==> src/rtl/bsm_pkg.sv <==
// Shared constants, types and tables of the battery charge monitor.
`default_nettype none

package bsm_pkg;

  localparam int ADC_BITS = 12;
  localparam int VOLT_W   = 16;
  localparam int CHG_W    = 16;
  localparam int LVL_W    = 7;
  localparam int CNT_W    = 8;
  localparam int CFG_DW   = 16;
  localparam int CFG_IW   = 3;
  localparam int EST_W    = 7;
  localparam int BYTE_W   = 8;
  localparam int KIND_W   = 2;
  localparam int MSG_SRCS = 4;

  // Estimate voltages are held in units of 2^-(ADC_BITS+1) mV.
  localparam int HMV_W  = 13;
  localparam int X_W    = ADC_BITS + HMV_W;
  localparam int SEGS   = 12;
  localparam int SEG_IW = $clog2(SEGS);

  typedef logic [HMV_W-1:0] hmv_t;

  localparam hmv_t SEG_HMV [SEGS] = '{
    13'd6300, 13'd6120, 13'd6000, 13'd5895, 13'd5805, 13'd5730,
    13'd5685, 13'd5655, 13'd5595, 13'd5550, 13'd5520, 13'd4950
  };
  localparam logic [EST_W-1:0] SEG_PCT [SEGS] = '{
    7'd100, 7'd90, 7'd80, 7'd70, 7'd60, 7'd50,
    7'd40, 7'd30, 7'd20, 7'd15, 7'd10, 7'd0
  };

  localparam hmv_t ADC_SCALE    = 13'd6600;
  localparam hmv_t CLAMP_HI_CMP = 13'd6300;
  localparam hmv_t CLAMP_HI_SET = 13'd6280;
  localparam hmv_t CLAMP_LO_CMP = 13'd4950;
  localparam hmv_t CLAMP_LO_SET = 13'd4970;
  localparam hmv_t SEG_MARGIN   = 13'd20;
  localparam hmv_t FB_HI        = 13'd6250;
  localparam hmv_t FB_LO        = 13'd4900;
  localparam logic [EST_W-1:0] FB_HP   = 7'd100;
  localparam logic [EST_W-1:0] FB_LP   = 7'd0;
  localparam logic [EST_W-1:0] EST_MAX = 7'd104;

  localparam logic [VOLT_W-1:0] VOLT_LOW_RST     = 16'd8000;
  localparam logic [VOLT_W-1:0] VOLT_HIGH_RST    = 16'd13000;
  localparam logic [LVL_W-1:0]  LOW_LEVEL_RST    = 7'd3;
  localparam logic [CNT_W-1:0]  LOW_TICKS_RST    = 8'd3;
  localparam logic [CNT_W-1:0]  REPORT_RST       = 8'd8;
  localparam logic [LVL_W-1:0]  FORCED_LEVEL_RST = 7'd1;

  localparam logic [CFG_IW-1:0] CFG_VOLT_LOW     = 3'd0;
  localparam logic [CFG_IW-1:0] CFG_VOLT_HIGH    = 3'd1;
  localparam logic [CFG_IW-1:0] CFG_LOW_LEVEL    = 3'd2;
  localparam logic [CFG_IW-1:0] CFG_LOW_TICKS    = 3'd3;
  localparam logic [CFG_IW-1:0] CFG_REPORT       = 3'd4;
  localparam logic [CFG_IW-1:0] CFG_FORCED_LEVEL = 3'd5;

  localparam logic [KIND_W-1:0] KIND_POWEROFF = 2'd0;
  localparam logic [KIND_W-1:0] KIND_BATTERY  = 2'd1;
  localparam logic [KIND_W-1:0] KIND_CHARGE   = 2'd2;

  typedef struct packed {
    logic signed [VOLT_W-1:0] gauge_voltage_mv;
    logic signed [CHG_W-1:0]  gauge_charge;
    logic [ADC_BITS-1:0]      adc_sample;
    logic                     adapter_present;
    logic                     switch_off;
    logic                     board_powered;
    logic                     shutdown_pending;
    logic                     handshake_ok;
  } tick_t;

  typedef struct packed {
    logic [KIND_W-1:0] msg_kind;
    logic [BYTE_W-1:0] byte_a;
    logic [BYTE_W-1:0] byte_b;
    logic              last;
  } msg_t;

  typedef enum logic [1:0] {
    S_IDLE,
    S_EST,
    S_DECIDE,
    S_EMIT
  } top_state_t;

  typedef enum logic [2:0] {
    E_IDLE,
    E_SCALE,
    E_CLAMP,
    E_SEARCH,
    E_MUL_BASE,
    E_MUL_SLOPE,
    E_DIV
  } est_state_t;

  function automatic logic [X_W-1:0] scale_hmv(hmv_t v);
    return {v, {ADC_BITS{1'b0}}};
  endfunction

endpackage

`default_nettype wire

==> src/rtl/bsm_if.sv <==
// Valid/ready channel interfaces for gauge ticks and outgoing messages.
`default_nettype none

interface bsm_tick_if;
  import bsm_pkg::*;
  logic  valid;
  logic  ready;
  tick_t data;
  modport source (output valid, output data, input ready);
  modport sink (input valid, input data, output ready);
endinterface

interface bsm_msg_if;
  import bsm_pkg::*;
  logic valid;
  logic ready;
  msg_t data;
  modport source (output valid, output data, input ready);
  modport sink (input valid, input data, output ready);
endinterface

`default_nettype wire

==> src/rtl/battery_soc_monitor_top.sv <==
// Battery charge monitor top level: configuration, tick decisions and message queue.
//
//   channel  dir  handshake             payload
//   tick     in   tick.valid/ready      bsm_pkg::tick_t, one gauge tick
//   msg      out  msg.valid/ready       bsm_pkg::msg_t, up to four per tick
//   cfg      in   cfg_we                cfg_index, cfg_wdata
//
// A tick inside the voltage window is accepted, decided on and then emits its messages
// one by one. Outside the window the estimator runs in between: a scale multiply, a
// clamp, a segment search, two multiplies, a restoring divide and a done strobe.
// Ready is high only while the sequencer is idle; the last message may still wait.
// A stalled message output holds the sequencer in its emit state.
// Reset is synchronous and restores register defaults and clears all counters.
`default_nettype none

module battery_soc_monitor_top (
  input  logic                        clk,
  input  logic                        rst,
  bsm_tick_if.sink                    tick,
  bsm_msg_if.source                   msg,
  input  logic                        cfg_we,
  input  logic [bsm_pkg::CFG_IW-1:0]  cfg_index,
  input  logic [bsm_pkg::CFG_DW-1:0]  cfg_wdata
);
  import bsm_pkg::*;

  top_state_t state, state_next;

  logic [VOLT_W-1:0] volt_low_mv, volt_high_mv;
  logic [LVL_W-1:0]  low_charge_level, forced_report_level;
  logic [CNT_W-1:0]  low_charge_ticks, report_period;
  logic [CNT_W-1:0]  low_tick_count, report_count;
  logic              chg_state, cs_old;

  tick_t                   cur;
  logic signed [CHG_W-1:0] soc_val;
  logic [MSG_SRCS-1:0]     pend, pend_new, pend_low, pend_rest;
  logic                    out_valid;
  msg_t                    out_data, msg_sel;

  logic                    tick_ready, accept, oor, est_start, est_done;
  logic                    decide_en, emit_load;
  logic [EST_W-1:0]        est;
  logic signed [VOLT_W:0]  v_ext;
  logic                    qual, po_fire, forced, periodic, change;
  logic [CNT_W-1:0]        lt_inc, lt_next, rc_next;
  logic [BYTE_W-1:0]       soc_byte;

  bsm_estimator u_est (
    .clk     (clk),
    .rst     (rst),
    .start   (est_start),
    .adc     (tick.data.adc_sample),
    .done    (est_done),
    .soc_est (est)
  );

  assign v_ext  = {tick.data.gauge_voltage_mv[VOLT_W-1], tick.data.gauge_voltage_mv};
  assign oor    = (v_ext < $signed({1'b0, volt_low_mv})) ||
                  (v_ext > $signed({1'b0, volt_high_mv}));
  assign accept = tick.valid && tick_ready;

  assign qual = (soc_val <= $signed(CHG_W'(low_charge_level))) && cur.board_powered &&
                !cur.shutdown_pending && cur.handshake_ok && !cur.adapter_present;
  assign lt_inc   = low_tick_count + CNT_W'(1);
  assign po_fire  = qual && (lt_inc >= low_charge_ticks);
  assign lt_next  = qual ? (po_fire ? '0 : lt_inc) : low_tick_count;
  assign forced   = cur.adapter_present &&
                    (cur.switch_off || (soc_val <= $signed(CHG_W'(forced_report_level))));
  assign periodic = (report_count >= report_period);
  assign rc_next  = periodic ? '0 : report_count + CNT_W'(1);
  assign change   = (chg_state != cur.adapter_present);
  assign pend_new = {change, periodic, forced, po_fire};

  assign pend_low  = pend & (~pend + MSG_SRCS'(1));
  assign pend_rest = pend & ~pend_low;
  assign soc_byte  = soc_val[BYTE_W-1:0];

  always_comb begin
    msg_sel.last = (pend_rest == '0);
    if (pend[0]) begin
      msg_sel.msg_kind = KIND_POWEROFF;
      msg_sel.byte_a   = soc_byte;
      msg_sel.byte_b   = '0;
    end else if (pend[1] || pend[2]) begin
      msg_sel.msg_kind = KIND_BATTERY;
      msg_sel.byte_a   = soc_byte;
      msg_sel.byte_b   = BYTE_W'(cs_old);
    end else begin
      msg_sel.msg_kind = KIND_CHARGE;
      msg_sel.byte_a   = BYTE_W'(chg_state);
      msg_sel.byte_b   = BYTE_W'(cs_old);
    end
  end

  always_comb begin
    state_next = state;
    unique case (state)
      S_IDLE:   if (accept) state_next = oor ? S_EST : S_DECIDE;
      S_EST:    if (est_done) state_next = S_DECIDE;
      S_DECIDE: state_next = (pend_new != '0) ? S_EMIT : S_IDLE;
      S_EMIT:   if (emit_load && (pend_rest == '0)) state_next = S_IDLE;
      default:  state_next = S_IDLE;
    endcase
  end

  always_comb begin
    tick_ready = (state == S_IDLE) && !rst;
    est_start  = accept && oor;
    decide_en  = (state == S_DECIDE);
    emit_load  = (state == S_EMIT) && (!out_valid || msg.ready);
  end

  assign tick.ready = tick_ready;
  assign msg.valid  = out_valid;
  assign msg.data   = out_data;

  always_ff @(posedge clk) begin
    if (rst) begin
      volt_low_mv         <= VOLT_LOW_RST;
      volt_high_mv        <= VOLT_HIGH_RST;
      low_charge_level    <= LOW_LEVEL_RST;
      low_charge_ticks    <= LOW_TICKS_RST;
      report_period       <= REPORT_RST;
      forced_report_level <= FORCED_LEVEL_RST;
    end else if (cfg_we) begin
      unique case (cfg_index)
        CFG_VOLT_LOW:     volt_low_mv         <= cfg_wdata[VOLT_W-1:0];
        CFG_VOLT_HIGH:    volt_high_mv        <= cfg_wdata[VOLT_W-1:0];
        CFG_LOW_LEVEL:    low_charge_level    <= cfg_wdata[LVL_W-1:0];
        CFG_LOW_TICKS:    low_charge_ticks    <= cfg_wdata[CNT_W-1:0];
        CFG_REPORT:       report_period       <= cfg_wdata[CNT_W-1:0];
        CFG_FORCED_LEVEL: forced_report_level <= cfg_wdata[LVL_W-1:0];
        default: ;
      endcase
    end
  end

  always_ff @(posedge clk) begin
    if (rst) begin
      state          <= S_IDLE;
      low_tick_count <= '0;
      report_count   <= '0;
      chg_state      <= 1'b0;
      pend           <= '0;
      out_valid      <= 1'b0;
    end else begin
      state <= state_next;
      if (decide_en) begin
        low_tick_count <= lt_next;
        report_count   <= rc_next;
        chg_state      <= cur.adapter_present;
        pend           <= pend_new;
      end else if (emit_load) begin
        pend <= pend_rest;
      end
      if (emit_load) begin
        out_valid <= 1'b1;
      end else if (msg.ready) begin
        out_valid <= 1'b0;
      end
    end
  end

  always_ff @(posedge clk) begin
    if (accept) begin
      cur     <= tick.data;
      soc_val <= tick.data.gauge_charge;
    end else if (est_done) begin
      soc_val <= CHG_W'(est);
    end
    if (decide_en) cs_old <= chg_state;
    if (emit_load) out_data <= msg_sel;
  end

`ifndef ASSERT_OFF
  a_idle_empty: assert property (@(posedge clk) disable iff (rst)
    state == S_IDLE |-> pend == '0)
    else $error("messages pending while idle");

  a_est_done_state: assert property (@(posedge clk) disable iff (rst)
    est_done |-> state == S_EST)
    else $error("estimate finished outside estimate wait");

  a_out_from_emit: assert property (@(posedge clk) disable iff (rst)
    $rose(out_valid) |-> $past(state) == S_EMIT)
    else $error("output loaded outside emit state");
`endif

endmodule

`default_nettype wire

==> src/rtl/bsm_estimator.sv <==
// Charge estimate from the ADC sample: scale, clamp, segment search, interpolation.
`default_nettype none

module bsm_estimator (
  input  logic                          clk,
  input  logic                          rst,
  input  logic                          start,
  input  logic [bsm_pkg::ADC_BITS-1:0]  adc,
  output logic                          done,
  output logic [bsm_pkg::EST_W-1:0]     soc_est
);
  import bsm_pkg::*;

  localparam int MA_W = X_W + 1;
  localparam int MB_W = HMV_W;
  localparam int P_W  = MA_W + MB_W + 1;
  localparam int Q_W  = 8;
  localparam int QC_W = $clog2(Q_W);

  est_state_t state, state_next;

  logic [ADC_BITS-1:0]     adc_r;
  logic [X_W-1:0]          x;
  hmv_t                    hi, lo;
  logic [EST_W-1:0]        hp, lp;
  logic [SEG_IW-1:0]       k, kp1;
  logic signed [P_W-1:0]   num, prod, num_sum;
  logic [P_W-1:0]          rem, dsh, trial;
  logic                    neg;
  logic [Q_W-1:0]          q;
  logic [QC_W-1:0]         dcnt;
  logic signed [MA_W-1:0]  ma;
  logic [MB_W-1:0]         mb;
  logic [X_W-1:0]          den, seg_hi_s, seg_lo_s;
  logic                    match, ge, last_seg, div_end;

  assign kp1      = k + SEG_IW'(1);
  assign seg_hi_s = scale_hmv(SEG_HMV[k]);
  assign seg_lo_s = scale_hmv(SEG_HMV[kp1] - SEG_MARGIN);
  assign match    = (x < seg_hi_s) && (x > seg_lo_s);
  assign last_seg = (k == SEG_IW'(SEGS - 2));

  assign den     = scale_hmv(hi - lo);
  assign prod    = P_W'(ma) * P_W'($signed({1'b0, mb}));
  assign num_sum = num + prod;
  assign dsh     = P_W'(den) << dcnt;
  assign ge      = (rem >= dsh);
  assign trial   = rem - dsh;
  assign div_end = neg || (dcnt == '0);

  always_comb begin
    state_next = state;
    unique case (state)
      E_IDLE:      if (start) state_next = E_SCALE;
      E_SCALE:     state_next = E_CLAMP;
      E_CLAMP:     state_next = E_SEARCH;
      E_SEARCH:    if (match || last_seg) state_next = E_MUL_BASE;
      E_MUL_BASE:  state_next = E_MUL_SLOPE;
      E_MUL_SLOPE: state_next = E_DIV;
      E_DIV:       if (div_end) state_next = E_IDLE;
      default:     state_next = E_IDLE;
    endcase
  end

  always_comb begin
    ma = '0;
    mb = '0;
    unique case (state)
      E_SCALE: begin
        ma = $signed(MA_W'(adc_r));
        mb = ADC_SCALE;
      end
      E_MUL_BASE: begin
        ma = $signed(MA_W'(den));
        mb = MB_W'(lp);
      end
      E_MUL_SLOPE: begin
        ma = $signed({1'b0, x}) - $signed({1'b0, scale_hmv(lo)});
        mb = MB_W'(hp - lp);
      end
      default: begin
        ma = '0;
        mb = '0;
      end
    endcase
  end

  always_ff @(posedge clk) begin
    if (rst) begin
      state <= E_IDLE;
      done  <= 1'b0;
    end else begin
      state <= state_next;
      done  <= (state == E_DIV) && div_end;
    end
  end

  always_ff @(posedge clk) begin
    case (state)
      E_IDLE: begin
        if (start) adc_r <= adc;
      end
      E_SCALE: begin
        x <= prod[X_W-1:0];
      end
      E_CLAMP: begin
        k <= '0;
        if (x > scale_hmv(CLAMP_HI_CMP)) begin
          x <= scale_hmv(CLAMP_HI_SET);
        end else if (x < scale_hmv(CLAMP_LO_CMP)) begin
          x <= scale_hmv(CLAMP_LO_SET);
        end
      end
      E_SEARCH: begin
        if (match) begin
          hi <= SEG_HMV[k];
          lo <= SEG_HMV[kp1];
          hp <= SEG_PCT[k];
          lp <= SEG_PCT[kp1];
        end else if (last_seg) begin
          hi <= FB_HI;
          lo <= FB_LO;
          hp <= FB_HP;
          lp <= FB_LP;
        end else begin
          k <= kp1;
        end
      end
      E_MUL_BASE: begin
        num <= prod;
      end
      E_MUL_SLOPE: begin
        rem  <= num_sum;
        neg  <= num_sum[P_W-1];
        dcnt <= QC_W'(Q_W - 1);
        q    <= '0;
      end
      E_DIV: begin
        if (ge) rem <= trial;
        q    <= {q[Q_W-2:0], ge};
        dcnt <= dcnt - QC_W'(1);
        if (div_end) begin
          soc_est <= neg ? '0 : EST_W'({q[Q_W-2:0], ge});
        end
      end
      default: ;
    endcase
  end

`ifndef ASSERT_OFF
  a_est_range: assert property (@(posedge clk) disable iff (rst)
    done |-> soc_est <= EST_MAX)
    else $error("estimate above table range");

  a_search_bound: assert property (@(posedge clk) disable iff (rst)
    state == E_SEARCH |-> k <= SEG_IW'(SEGS - 2))
    else $error("segment index past last segment");
`endif

endmodule

`default_nettype wire

==> src/flat_wrapper.sv <==
// flat-port wrapper written by rule: the top's interface ports become plain ports
module battery_soc_monitor_top_flat import bsm_pkg::*;
  (clk, rst, cfg_we, cfg_index, cfg_wdata, tick_valid, tick_data, tick_ready, msg_valid, msg_data, msg_ready);
  bsm_tick_if tick_i ();
  bsm_msg_if msg_i ();
  input  logic clk;
  input  logic rst;
  input  logic cfg_we;
  input  logic [bsm_pkg::CFG_IW-1:0] cfg_index;
  input  logic [bsm_pkg::CFG_DW-1:0] cfg_wdata;
  input wire logic [$bits(tick_i.valid)-1:0] tick_valid;
  input wire logic [$bits(tick_i.data)-1:0] tick_data;
  output wire logic [$bits(tick_i.ready)-1:0] tick_ready;
  output wire logic [$bits(msg_i.valid)-1:0] msg_valid;
  output wire logic [$bits(msg_i.data)-1:0] msg_data;
  input wire logic [$bits(msg_i.ready)-1:0] msg_ready;
  assign tick_i.valid = tick_valid;
  assign tick_i.data = tick_data;
  assign tick_ready = tick_i.ready;
  assign msg_valid = msg_i.valid;
  assign msg_data = msg_i.data;
  assign msg_i.ready = msg_ready;
  battery_soc_monitor_top u_core (.clk(clk), .rst(rst), .tick(tick_i), .msg(msg_i), .cfg_we(cfg_we), .cfg_index(cfg_index), .cfg_wdata(cfg_wdata));
endmodule
==> config.mk <==
export PLATFORM = sky130hd
export DESIGN_NAME = battery_soc_monitor_top_flat
export DESIGN_NICKNAME = d
export VERILOG_FILES = /design/src/rtl/bsm_pkg.sv /design/src/rtl/bsm_if.sv /design/src/rtl/battery_soc_monitor_top.sv /design/src/rtl/bsm_estimator.sv /design/src/flat_wrapper.sv
export SDC_FILE = /design/constraint.sdc
export NUM_CORES = 2
export LEC_CHECK = 0
export BUFFER_PORTS_ARGS = -buffer_cell sky130_fd_sc_hd__buf_4
export CORE_ASPECT_RATIO = 1.25
export CORE_UTILIZATION = 55
export CTS_CLUSTER_SIZE = 8
export DETAILED_ROUTE_END_ITERATION = 7
export PLACE_DENSITY = 0.75
export SETUP_SLACK_MARGIN = 0.1
export SYNTH_ARGS = -nofsm -noshare
export SYNTH_HDL_FRONTEND = slang
export SYNTH_SLANG_ARGS = --single-unit
==> constraint.sdc <==
create_clock -name clk -period 9.3 [get_ports clk]
set_input_delay 0.93 -clock clk [delete_from_list [all_inputs] [get_ports clk]]
set_output_delay 0.93 -clock clk [all_outputs]
set_load 0.005 [all_outputs]
==> impl_metrics.csv <==
group,metric,value,unit
hold_path,hp-class,"flip-flop to flip-flop",
logic_synthesis,synth_area_per_cell,9.237,um^2
power_and_ir_drop,p_leak,17.03,nW
outcome,outcome,"finished, violations left",
place,portBuffers,86,
logic_synthesis,yosysTopAreaCell,"edfxtp_1",
logic_synthesis,synth_edf_count,210,
logic_synthesis,synth_seq_cells,300,
sta,fin_crit_sh,101.0,%
critical_path,crit_path_start_kind,"flip-flop",
detailed_routing,routed_wl,85.05,mm
sta,worst_slew_pin_slew,1.192,ns
final_layout,layout.nets,4341,
place,pre_cts_ws,-0.4053,ns
clock_network,clk_pin_slew,0.05,ns
floorplanning,ios,94,
final_layout,nFillCells,4214,
logic_synthesis,synth.distinct_cells,92,
floorplanning,die_area,0.05649,mm^2
critical_path,slowest_delay,0.62,ns
sta,setup_violations,4,
global_routing,grt_overflow_total,0,
floorplanning,chipWidth,212.8,um
place,placed_cells,4322,
clock_network,clockBufferDepth,3,
global_routing,grt_pass1_vias,25470,
sta,rsz0062_at_grt,"yes",
clock_network,tritoncts,"yes",
clock_network,clock-sinks,300,
final_layout,antenna_cells,0,
clock_network,cts-root-buf,"clkbuf_16",
run,cap_violations,0,
critical_path,worstSetupStartpoint,"u_core.u_est.lo[0]",
final_layout,seqCellArea,0.008108,mm^2
detailed_routing,dr.pass1.iters,6,
detailed_routing,avgRoutedWirePerCell,19.17,um
floorplanning,die_h,265.5,um
final_layout,final_cell_area,0.03672,mm^2
logic_synthesis,synth_area_leaders,"edfxtp_1 (21%), fa_1 (20%), ha_1 (12%)",
floorplanning,initial_core_util,55.65,%
clock_network,numCtsBuffers,43,
power_and_ir_drop,total_power,3.541,mW
power_and_ir_drop,peakVddDrop,0.1241,mV
critical_path,crit_required,9.72,ns
critical_path,critPathKind,"flip-flop to flip-flop",
detailed_routing,vias,25430,
sta,drv_slew,0,
place,place_hpwl,65.65,mm
detailed_routing,vias_per_cell,5.732,
logic_synthesis,ys_top_cells_by_count,"inv_1 (494), nor2_1 (339), fa_1 (309), nand2_1 (309), ha_1 (283)",
logic_synthesis,ys_async_sr_fraction,0,%
clock_network,cts_max_level,2,
detailed_routing,ant_nets,0,
floorplanning,rows,96,
logic_synthesis,synth_area,0.03055,mm^2
final_layout,drive_gt1_share,19.10,%
sta,fin_crit,9.389,ns
final_layout,multiInputGateArea,0.02130,mm^2
global_routing,grt_pass1_wl,131.0,mm
clock_network,insertion_delay,0.59,ns
outcome,violations,"negative setup slack",
logic_synthesis,syn-instance-count,3307,
logic_synthesis,synth.yosys.seq_area_share,26.54,%
sta,max_slew_margin,19.91,%
critical_path,cp_max_fo,4,
place,placed_area,0.03403,mm^2
logic_synthesis,synth_top_area_share,20.64,%
global_routing,grt_max_degree,82,
floorplanning,core,0.05489,mm^2
global_routing,grt.total_usage,29.68,%
sta,fin_skew,0.02281,ns
critical_path,worstPathArrival,9.81,ns
power_and_ir_drop,power_density,96.43,mW/mm^2
place,gp_congestion,0.9586,
critical_path,worstSetupEndpointType,"flip-flop",
final_layout,fin_cells,4436,
logic_synthesis,synth_ff_type,"edfxtp_1",
logic_synthesis,yosysMostFrequentCell,"inv_1",
detailed_routing,drt_iter0_drc,2096,
sta,setup_tns,-0.2668,ns
sta,fmax,106.5,MHz
sta,hold_violations,0,
hold_path,hold_start,"u_core.report_period[4]",
critical_path,cp_slowest_cell,"fa_1",
sta,fin_ws,-0.08879,ns
global_routing,antenna_found_initial,0,
detailed_routing,drc,0,
logic_synthesis,yosys_warnings,0,
final_layout,area_growth_syn_to_layout,20.20,%
critical_path,timing.rr.start,"u_core.u_est.lo[0]",
[final cells by class]
| cell class | count | area share [%] |
|---|---|---|
| Timing Repair Buffer | 423 | 8.935 |
| Multi-Input combinational cell | 2410 | 58.02 |
| Inverter | 498 | 5.091 |
| Clock inverter | 4 | 0.2011 |
| Clock buffer | 66 | 3.166 |
| Tap cell | 735 | 2.505 |
| Sequential cell | 300 | 22.08 |
[layout by cell type (no fill, tap or decap), types with 15 or more instances in the layout]
cell,netlist,layout
o21ai_0,101,75
a21o_1,90,89
dfxtp_1,90,90
a21oi_2,1,29
a21oi_1,201,169
buf_6,0,16
nand3_1,40,37
xor2_1,57,51
nand4_1,20,20
and3_1,27,24
clkbuf_1,87,23
a22oi_1,24,23
mux2_2,15,15
fa_1,309,299
xnor2_1,80,69
nor2b_1,39,36
nor3_1,45,43
nand2_1,309,307
buf_4,7,403
inv_1,494,482
o211ai_1,16,16
nand2b_1,45,44
inv_2,4,16
and2_1,33,33
o21ai_1,14,23
nor2_1,339,320
o21ai_2,4,15
clkbuf_16,0,43
ha_1,283,257
a211o_1,15,15
o21a_1,38,38
edfxtp_1,210,210
ha_4,0,20
a211oi_1,18,15
mux2i_1,28,28
[metrics by stage]
| stage | hold WS, ns | utilization (%) |
|---|---|---|
| after detailed placement | 0.4468 | 61.99 |
| after floorplan | 0.4363 | - |
| after global placement | 0.4421 | 61.99 |
| final | 0.4513 | 66.89 |
| after CTS | 0.4533 | 65.22 |
| after global routing | 0.4618 | 66.89 |
[cells by family (layout without fill, tap and decap cells)]
kind of cell	Yosys count	after routing	share of synthesized area (%)
other	1	7	0.01228
adders and majority gates	592	592	31.84
xor gates and xnor gates	139	139	4.035
AOI/OAI and AO/OA	653	653	13.96
and+or+nand+nor	975	975	14.55
muxes	44	44	1.544
buffers and inverters	603	991	7.512
DFF	300	300	26.54
[critical path: cells and delay by family, from the launching register on]
family	cells	cell delay, ns
DFF	1	0.43
adders and majority gates	10	4.29
and+or+nand+nor	8	0.97
buffers and inverters	7	0.84
xor gates and xnor gates	4	0.65
AOI/OAI and AO/OA	12	2.03
[routing by layer]
layer	part of all wire (%)	global-route usage, %
met5	0	0
met4	5.1	14.25
met3	5.7	3.908
met2	51	52.28
met1	38	35.55
[where the power goes]
group / internal (mW) / switching, mW
registers: 1.47 / 0.0350
logic: 0.224 / 0.324
clock network: 0.861 / 0.626
total: 2.56 / 0.985
[repair_timing]
item / 4_1_cts / 5_1_grt
pin swaps: 92 / 152
setup buffers: 20 / 25
gates resized for setup: 88 / 158
endpoints found under the hold margin: 0 / 0
endpoints found under the setup margin: 15 / 21
hold buffers: 0 / 0
[flip-flops by register name, indices dropped and copies added (netlist names), 4 cells and up]
register / count
u_core.u_est.num: 40
u_core.u_est.rem: 40
u_core.u_est.x: 25
u_core.soc_val: 16
u_core.volt_high_mv: 16
u_core.volt_low_mv: 16
u_core.msg.data: 12
u_core.u_est.adc_r: 12
u_core.u_est.hi: 12
u_core.u_est.lo: 12
u_core.low_charge_ticks: 8
u_core.low_tick_count: 8
u_core.report_count: 8
u_core.report_period: 8
u_core.forced_report_level: 7
u_core.low_charge_level: 7
u_core.u_est.hp: 7
u_core.u_est.lp: 7
u_core.u_est.soc_est: 7
u_core.u_est.q: 6
u_core.cur: 5
u_core.pend: 4
u_core.u_est.k: 4
[path summary, 6_finish.rpt]
check,endpoint,slack [ns],cells after the start
worst max-delay path,u_core.u_est.rem[39],-0.09,41
worst min-delay path,u_core.report_period[4],0.45,2
worst max register to register,u_core.u_est.rem[39],-0.09,41
worst min register to register,u_core.report_period[4],0.45,2
(Power assumes the default switching activity.)
